[src/rtl/dcd_pkg.sv]
`timescale 1ns / 1ps

package dcd_pkg;

    // Input field and intermediate widths
    localparam int DAYS_W     = 16;
    localparam int SHIFT_W    = 17;  // day count after the 366-day shift
    localparam int CYCLE_W    = 6;   // four-year cycle index, at most 45
    localparam int REM_W      = 11;  // day within a four-year span, below 1461
    localparam int YDAY_W     = 9;   // day within a year, 0..365
    localparam int YEAR_W     = 12;
    localparam int MONTH_W    = 4;
    localparam int DOM_W      = 5;
    localparam int WDAY_W     = 3;

    localparam logic [SHIFT_W-1:0] SHIFT_DAYS = 17'd366;
    localparam logic [SHIFT_W-1:0] CYCLE_DAYS = 17'd1461;
    localparam logic [YEAR_W-1:0]  BASE_YEAR  = 12'd1968;

    // Reciprocal of 1461 scaled by 2^26; exact for every shifted count below 94519
    localparam int                 RECIP_SHIFT = 26;
    localparam logic [15:0]        RECIP_1461  = 16'd45934;

    // Year boundaries inside a four-year cycle
    localparam logic [REM_W-1:0]   YEAR1_START = 11'd365;
    localparam logic [REM_W-1:0]   YEAR2_START = 11'd730;
    localparam logic [REM_W-1:0]   YEAR3_START = 11'd1095;

    // Weekday offset: (count + 366 + 2) mod 7 == (count + 4) mod 7
    localparam logic [5:0]         WDAY_OFFSET = 6'd4;
    localparam logic [3:0]         WDAY_MOD    = 4'd7;

    localparam logic [MONTH_W-1:0] MONTH_FEB = 4'd1;
    localparam logic [MONTH_W-1:0] MONTH_DEC = 4'd11;
    localparam logic [DOM_W-1:0]   DAY_DEC_LAST = 5'd31;

    // Cumulative month ends of a common year
    localparam logic [YDAY_W-1:0] MONTH_END_COMMON [12] = '{
        9'd31,  9'd59,  9'd90,  9'd120, 9'd151, 9'd181,
        9'd212, 9'd243, 9'd273, 9'd304, 9'd334, 9'd365
    };

endpackage

[src/rtl/dcd_month_lookup.sv]
`timescale 1ns / 1ps

// Day-of-year to month / day-of-month. Day 0 maps to 31 December.
module dcd_month_lookup import dcd_pkg::*; (
    input  logic [YDAY_W-1:0]  yday,
    input  logic               leap,
    output logic [MONTH_W-1:0] month,
    output logic [DOM_W-1:0]   day
);

    logic [YDAY_W-1:0] month_end [12];
    logic [YDAY_W-1:0] month_prev [12];
    logic [11:0]       hit;

    always_comb begin
        for (int i = 0; i < 12; i++) begin
            month_end[i] = MONTH_END_COMMON[i] +
                           ((i >= 1) ? {{(YDAY_W-1){1'b0}}, leap} : {YDAY_W{1'b0}});
        end
        month_prev[0] = '0;
        for (int i = 1; i < 12; i++) begin
            month_prev[i] = month_end[i-1];
        end
        for (int i = 0; i < 12; i++) begin
            hit[i] = (yday <= month_end[i]);
        end
    end

    // Lowest matching month wins; scan from the top so it overwrites last
    always_comb begin
        month = MONTH_DEC;
        day   = DAY_DEC_LAST;
        if (yday != '0) begin
            for (int i = 11; i >= 0; i--) begin
                if (hit[i]) begin
                    month = MONTH_W'(i);
                    day   = DOM_W'(yday - month_prev[i]);
                end
            end
        end
    end

endmodule

[src/rtl/day_count_to_calendar_date_unit.sv]
`timescale 1ns / 1ps

// Channel   Ports                                          Dir  Beat
// -------   ---------------------------------------------  ---  ----------------------------
// input     s_valid s_ready s_days_since_epoch[15:0]       in   one day count since 1970-01-01
// result    m_valid m_ready m_year[11:0] m_month[3:0]      out  one calendar date per beat
//           m_day_of_month[4:0] m_weekday[2:0]
//
// Pipeline: four register stages, stage 1 to stage 4; m_valid is the stage 4 valid bit. One
//   beat per cycle sustained while m_ready stays high, since every stage takes a new beat
//   each cycle it is not held; the reciprocal multiply in stage 1 is the deepest path.
// Reset: aresetn synchronous, active low; clears only the stage valid bits.
// Stalls: each stage holds while the stage after it is full and blocked, so a low
//   m_ready backs up one stage at a time and empty stages keep taking new beats.
// Leap rule: every fourth year from 1972 is a leap year, 2100 included.
module day_count_to_calendar_date_unit import dcd_pkg::*; (
    input  logic               aclk,
    input  logic               aresetn,

    input  logic               s_valid,
    output logic               s_ready,
    input  logic [DAYS_W-1:0]  s_days_since_epoch,

    output logic               m_valid,
    input  logic               m_ready,
    output logic [YEAR_W-1:0]  m_year,
    output logic [MONTH_W-1:0] m_month,
    output logic [DOM_W-1:0]   m_day_of_month,
    output logic [WDAY_W-1:0]  m_weekday
);

    // ---------------- stage valids and advance ----------------
    logic v1_reg, v2_reg, v3_reg, v4_reg;
    logic adv1, adv2, adv3, adv4;

    assign adv4    = !v4_reg || m_ready;
    assign adv3    = !v3_reg || adv4;
    assign adv2    = !v2_reg || adv3;
    assign adv1    = !v1_reg || adv2;
    assign s_ready = adv1;
    assign m_valid = v4_reg;

    always_ff @(posedge aclk) begin
        if (!aresetn) begin
            v1_reg <= 1'b0;
            v2_reg <= 1'b0;
            v3_reg <= 1'b0;
            v4_reg <= 1'b0;
        end else begin
            if (adv1) v1_reg <= s_valid;
            if (adv2) v2_reg <= v1_reg;
            if (adv3) v3_reg <= v2_reg;
            if (adv4) v4_reg <= v3_reg;
        end
    end

    // ---------------- stage 1: shift, divide by 1461, weekday fold ----------------
    // Shift so 1 Jan 1969 is day 1; cycle index via reciprocal multiply.
    logic [SHIFT_W-1:0]   shifted;
    logic [32:0]          recip_prod;
    logic [5:0]           wfold_next;
    logic [SHIFT_W-1:0]   shifted_reg;
    logic [CYCLE_W-1:0]   cycle_next, cycle1_reg;
    logic [5:0]           wfold_reg;

    assign shifted    = {1'b0, s_days_since_epoch} + SHIFT_DAYS;
    assign recip_prod = shifted * RECIP_1461;
    assign cycle_next = recip_prod[RECIP_SHIFT +: CYCLE_W];

    // 8 == 1 mod 7: sum of octal digits keeps the residue
    assign wfold_next = 6'(s_days_since_epoch[2:0])   + 6'(s_days_since_epoch[5:3])
                      + 6'(s_days_since_epoch[8:6])   + 6'(s_days_since_epoch[11:9])
                      + 6'(s_days_since_epoch[14:12]) + 6'(s_days_since_epoch[15])
                      + WDAY_OFFSET;

    always_ff @(posedge aclk) begin
        if (adv1) begin
            shifted_reg <= shifted;
            cycle1_reg  <= cycle_next;
            wfold_reg   <= wfold_next;
        end
    end

    // ---------------- stage 2: remainder in cycle, weekday finish ----------------
    logic [SHIFT_W-1:0] cycle_base;
    logic [SHIFT_W-1:0] rem_full;
    logic [3:0]         wsum;
    logic [WDAY_W-1:0]  wday_next;
    logic [REM_W-1:0]   rem_reg;
    logic [CYCLE_W-1:0] cycle2_reg;
    logic [WDAY_W-1:0]  wday2_reg;

    assign cycle_base = SHIFT_W'({{(SHIFT_W-CYCLE_W){1'b0}}, cycle1_reg} * CYCLE_DAYS);
    assign rem_full   = shifted_reg - cycle_base;
    assign wsum       = 4'(wfold_reg[5:3]) + 4'(wfold_reg[2:0]);
    assign wday_next  = (wsum >= WDAY_MOD) ? WDAY_W'(wsum - WDAY_MOD) : WDAY_W'(wsum);

    always_ff @(posedge aclk) begin
        if (adv2) begin
            rem_reg    <= rem_full[REM_W-1:0];
            cycle2_reg <= cycle1_reg;
            wday2_reg  <= wday_next;
        end
    end

    // ---------------- stage 3: year in cycle (capped at 3), day in year ----------------
    logic [1:0]         yidx;
    logic [REM_W-1:0]   year_start;
    logic [REM_W-1:0]   yday_full;
    logic [YEAR_W-1:0]  year_base_next;
    logic [YDAY_W-1:0]  yday_reg;
    logic               leap_reg;
    logic [YEAR_W-1:0]  year_base_reg;
    logic [WDAY_W-1:0]  wday3_reg;

    always_comb begin
        if (rem_reg >= YEAR3_START) begin
            yidx       = 2'd3;
            year_start = YEAR3_START;
        end else if (rem_reg >= YEAR2_START) begin
            yidx       = 2'd2;
            year_start = YEAR2_START;
        end else if (rem_reg >= YEAR1_START) begin
            yidx       = 2'd1;
            year_start = YEAR1_START;
        end else begin
            yidx       = 2'd0;
            year_start = '0;
        end
    end

    assign yday_full      = rem_reg - year_start;
    // 4 * cycle + year index is just the concatenation
    assign year_base_next = YEAR_W'({cycle2_reg, yidx}) + BASE_YEAR;

    always_ff @(posedge aclk) begin
        if (adv3) begin
            yday_reg      <= yday_full[YDAY_W-1:0];
            leap_reg      <= (yidx == 2'd3);
            year_base_reg <= year_base_next;
            wday3_reg     <= wday2_reg;
        end
    end

    // ---------------- stage 4: month lookup, output register ----------------
    // Day 0 of a year is 31 December of the year before, so no +1 there.
    logic [MONTH_W-1:0] month_next;
    logic [DOM_W-1:0]   dom_next;
    logic [YEAR_W-1:0]  year_next;
    logic [YEAR_W-1:0]  year_reg;
    logic [MONTH_W-1:0] month_reg;
    logic [DOM_W-1:0]   dom_reg;
    logic [WDAY_W-1:0]  wday4_reg;

    dcd_month_lookup u_month (
        .yday  (yday_reg),
        .leap  (leap_reg),
        .month (month_next),
        .day   (dom_next)
    );

    assign year_next = year_base_reg + YEAR_W'(yday_reg != '0);

    always_ff @(posedge aclk) begin
        if (adv4) begin
            year_reg  <= year_next;
            month_reg <= month_next;
            dom_reg   <= dom_next;
            wday4_reg <= wday3_reg;
        end
    end

    assign m_year         = year_reg;
    assign m_month        = month_reg;
    assign m_day_of_month = dom_reg;
    assign m_weekday      = wday4_reg;

`ifndef ASSERT_OFF
    a_month_range: assert property (@(posedge aclk) disable iff (!aresetn)
        m_valid |-> (m_month <= MONTH_DEC))
        else $error("month index out of range");

    a_dom_nonzero: assert property (@(posedge aclk) disable iff (!aresetn)
        m_valid |-> (m_day_of_month != '0))
        else $error("day of month is zero");

    a_feb_days: assert property (@(posedge aclk) disable iff (!aresetn)
        (m_valid && (m_month == MONTH_FEB)) |-> (m_day_of_month <= 5'd29))
        else $error("February day past 29");

    a_weekday_range: assert property (@(posedge aclk) disable iff (!aresetn)
        m_valid |-> (m_weekday != 3'd7))
        else $error("weekday residue not reduced");
`endif

endmodule

[config.mk]
export PLATFORM = sky130hd
export DESIGN_NAME = day_count_to_calendar_date_unit
export DESIGN_NICKNAME = d
export VERILOG_FILES = /design/src/rtl/dcd_pkg.sv /design/src/rtl/dcd_month_lookup.sv /design/src/rtl/day_count_to_calendar_date_unit.sv
export SDC_FILE = /design/constraint.sdc
export NUM_CORES = 1
export LEC_CHECK = 0
export BUFFER_PORTS_ARGS = -buffer_cell sky130_fd_sc_hd__buf_4
export CORE_MARGIN = 5
export CORE_UTILIZATION = 36
export DETAILED_ROUTE_END_ITERATION = 10
export PLACE_DENSITY = 0.55
export SYNTH_ARGS = -nofsm -noshare
export SYNTH_HDL_FRONTEND = slang
export SYNTH_SLANG_ARGS = --single-unit
[constraint.sdc]
create_clock -name aclk -period 19.7 [get_ports aclk]
set_input_delay 2.955 -clock aclk [delete_from_list [all_inputs] [get_ports aclk]]
set_output_delay 2.955 -clock aclk [all_outputs]
set_load 0.01 [all_outputs]
==> impl_metrics.env <==
export IMPL_status="complete, no violations"
export IMPL_dr_pass1_iters=5
export IMPL_clk_path_buf_depth=2
export IMPL_htree_levels=3
export IMPL_nFillCells=3275
export IMPL_worst_setup_path_start_kind="input pin"
export IMPL_grt_pass1_wl_um=42860
export IMPL_largest_reg_flops=12
export IMPL_fmax_ghz=0.09518
export IMPL_clkLatencyLatePin_ns=0.36
export IMPL_drive_gt1_frac=0.07927
export IMPL_cap_violations=0
export IMPL_fin_ws_ns=9.194
export IMPL_post_route_min_period_ns=10.51
export IMPL_numCtsBuffers=9
export IMPL_final_util=0.3999
export IMPL_ff2ff_setup_slack_ns=15.98
export IMPL_ant_nets=0
export IMPL_syn_to_final_growth_pct=9.821
export IMPL_cts_hold_buf=0
export IMPL_syn_nets=1494
export IMPL_relSlewSlack=0.2952
export IMPL_synthFlopType="edfxtp_1"
export IMPL_fin_skew_ns=0.01422
export IMPL_synthesis_area_um2=11850
export IMPL_initial_core_util=0.3642
export IMPL_worstPathArrival_ns=10.62
export IMPL_gr_total_overflow=0
export IMPL_synth_top_area_cell="edfxtp_1"
export IMPL_post_drt_wl_per_cell_um=15.51
export IMPL_final_common_cell="inv_1"
export IMPL_synth_area_per_cell_um2=10.23
export IMPL_drv_slew=0
export IMPL_hold_start="cycle2_reg[0]$_DFFE_PP_"
export IMPL_yosysSeqAreaShare=0.2374
export IMPL_worstPathRequired_ns=19.81
export IMPL_clock_sinks=95
export IMPL_hold_viol=0
export IMPL_gp_congestion=0.8997
export IMPL_cts_tree="built"
export IMPL_multi_input_area_um2=7908
export IMPL_post_drt_via_cell_ratio=4.863
export IMPL_via_count=8039
export IMPL_die_w_um=191.4
export IMPL_dp_slack_ns=8.713
export IMPL_rows=66
export IMPL_synth_cells=1158
export IMPL_cts_root_buf="clkbuf_16"
export IMPL_core_area_um2=32540
export IMPL_critPathMaxFanout=7
export IMPL_max_stage_delay_ns=0.67
export IMPL_yosys_top_cells_area="edfxtp_1 (23%), fa_1 (22%), ha_1 (20%)"
export IMPL_rsz0062_at_grt="no"
export IMPL_reg2regPathDepth=11
export IMPL_hold_end="year_base_reg[2]$_DFFE_PP_"
export IMPL_die_h_um=191.4
export IMPL_path_clk_slew_ns=0.08
export IMPL_synth_top_area_frac=0.2306
export IMPL_min_delay_path_class="flip-flop to flip-flop"
export IMPL_fin_crit_sh=0.5333
export IMPL_r2r_end="rem_reg[10]$_DFFE_PP_"
export IMPL_grt_pass1_vias=8169
export IMPL_crit_path_end_kind="flip-flop"
export IMPL_grt_max_degree=33
export IMPL_ys_async_sr_fraction=0
export IMPL_min_path_cells=0
export IMPL_layout_common_cells="inv_1 (275), ha_1 (186), fa_1 (130), edfxtp_1 (91), xnor2_1 (56)"
export IMPL_reg2reg_from="cycle1_reg[1]$_DFFE_PP_"
export IMPL_dpl_hpwl_um=21350
export IMPL_synth_ff_latch_count=95
export IMPL_io_buffer_count=45
export IMPL_critPathSlowestCell="a2111oi_0"
export IMPL_antenna_found_initial=0
export IMPL_yosysWarnings=0
export IMPL_cp_common_cell="inv_1"
export IMPL_post_cts_resized=0
export IMPL_seqCellArea_um2=2813
export IMPL_setup_violations=0
export IMPL_drt_total_wl_um=25640
export IMPL_crit_type="input pin to flip-flop"
export IMPL_drc=0
export IMPL_synth_edff_count=91
export IMPL_tightest_slew_ns=1.054
export IMPL_insertedDiodeCount=0
export IMPL_post_cts_setup_buffer_count=0
export IMPL_dieArea_um2=36640
export IMPL_grt_usage=0.1476
export IMPL_boundaryPins=46
export IMPL_synth_distinct_cells=76
export IMPL_fin_tns_setup_ns=0
export IMPL_drt_iter0_markers=415
export IMPL_final_nets=1543
[final cells by class]
type                            count  share of cell area
Clock buffer                        9             0.01731
Sequential cell                    95              0.2162
Timing Repair Buffer               55             0.03173
Tap cell                          442             0.04250
Inverter                          275             0.07933
Multi-Input combinational cell    771              0.6077
Clock inverter                      6            0.005288
[layer usage]
metal | up-vias | part of all wire | track usage
li1 | 3955 | - | -
met1 | 3908 | 0.48 | 0.2101
met2 | 156 | 0.47 | 0.2427
met3 | 20 | 0.035 | 0.01205
met4 | 0 | 0.014 | 0.04088
met5 | - | 0 | 0
[worst max-delay path by stage]
stage	start	endpoint	slack, ns
after global routing	s_days_since_epoch[1]	cycle1_reg[5]$_DFFE_PP_	8.70
final	s_days_since_epoch[1]	cycle1_reg[5]$_DFFE_PP_	9.19
after global placement	s_days_since_epoch[1]	cycle1_reg[5]$_DFFE_PP_	8.90
after CTS	s_days_since_epoch[1]	cycle1_reg[5]$_DFFE_PP_	9.11
after floorplan	s_days_since_epoch[1]	cycle1_reg[5]$_DFFE_PP_	9.87
after detailed placement	s_days_since_epoch[1]	cycle1_reg[5]$_DFFE_PP_	8.71
[worst max-delay path, delay by kind of cell]
family	cells	cell delay (ns)
adder cells (fa/ha/maj)	8	3.51
AND/OR/NAND/NOR	3	0.59
AO/OA/AOI/OAI	8	2.23
XOR/XNOR	2	0.70
buffers and inverters	8	0.60
[through the flow]
step                      hold WS (ns)  std cells  cell area [µm²]
after floorplan                 0.4003       1158            11850
after global placement          0.4004       1638            12720
after detailed placement        0.4052       1638            12720
after CTS                       0.4216       1653            13010
after global routing            0.4255       1653            13010
final                           0.4193       1653            13010
[logic make-up (layout without fill, tap and decap cells)]
family                     count (synthesis)  after routing  share of synthesized area
xor gates and xnor gates                  78             78                    0.05766
adders and majority gates                316            316                     0.4161
muxes                                      7              7                   0.006336
and+or+nand+nor                          180            180                    0.07445
DFF                                       95             95                     0.2374
AOI/OAI and AO/OA                        190            190                     0.1129
buffers and inverters                    292            345                    0.09525
[cell usage after synthesis (all sizes together) (8+ instances only)]
cell / instances
o21ai: 47
and3: 10
ha: 186
buf: 13
nand3: 21
nand2b: 8
inv: 275
nor3: 16
a21oi: 46
xnor2: 56
a31oi: 9
nor2: 47
xor2: 22
nor2b: 10
edfxtp: 91
a21o: 14
a211oi: 10
fa: 130
o31ai: 10
nand2: 46
Power is not shown: default switching activity piles up to over one toggle a cycle in this logic, so the estimate is an artifact.
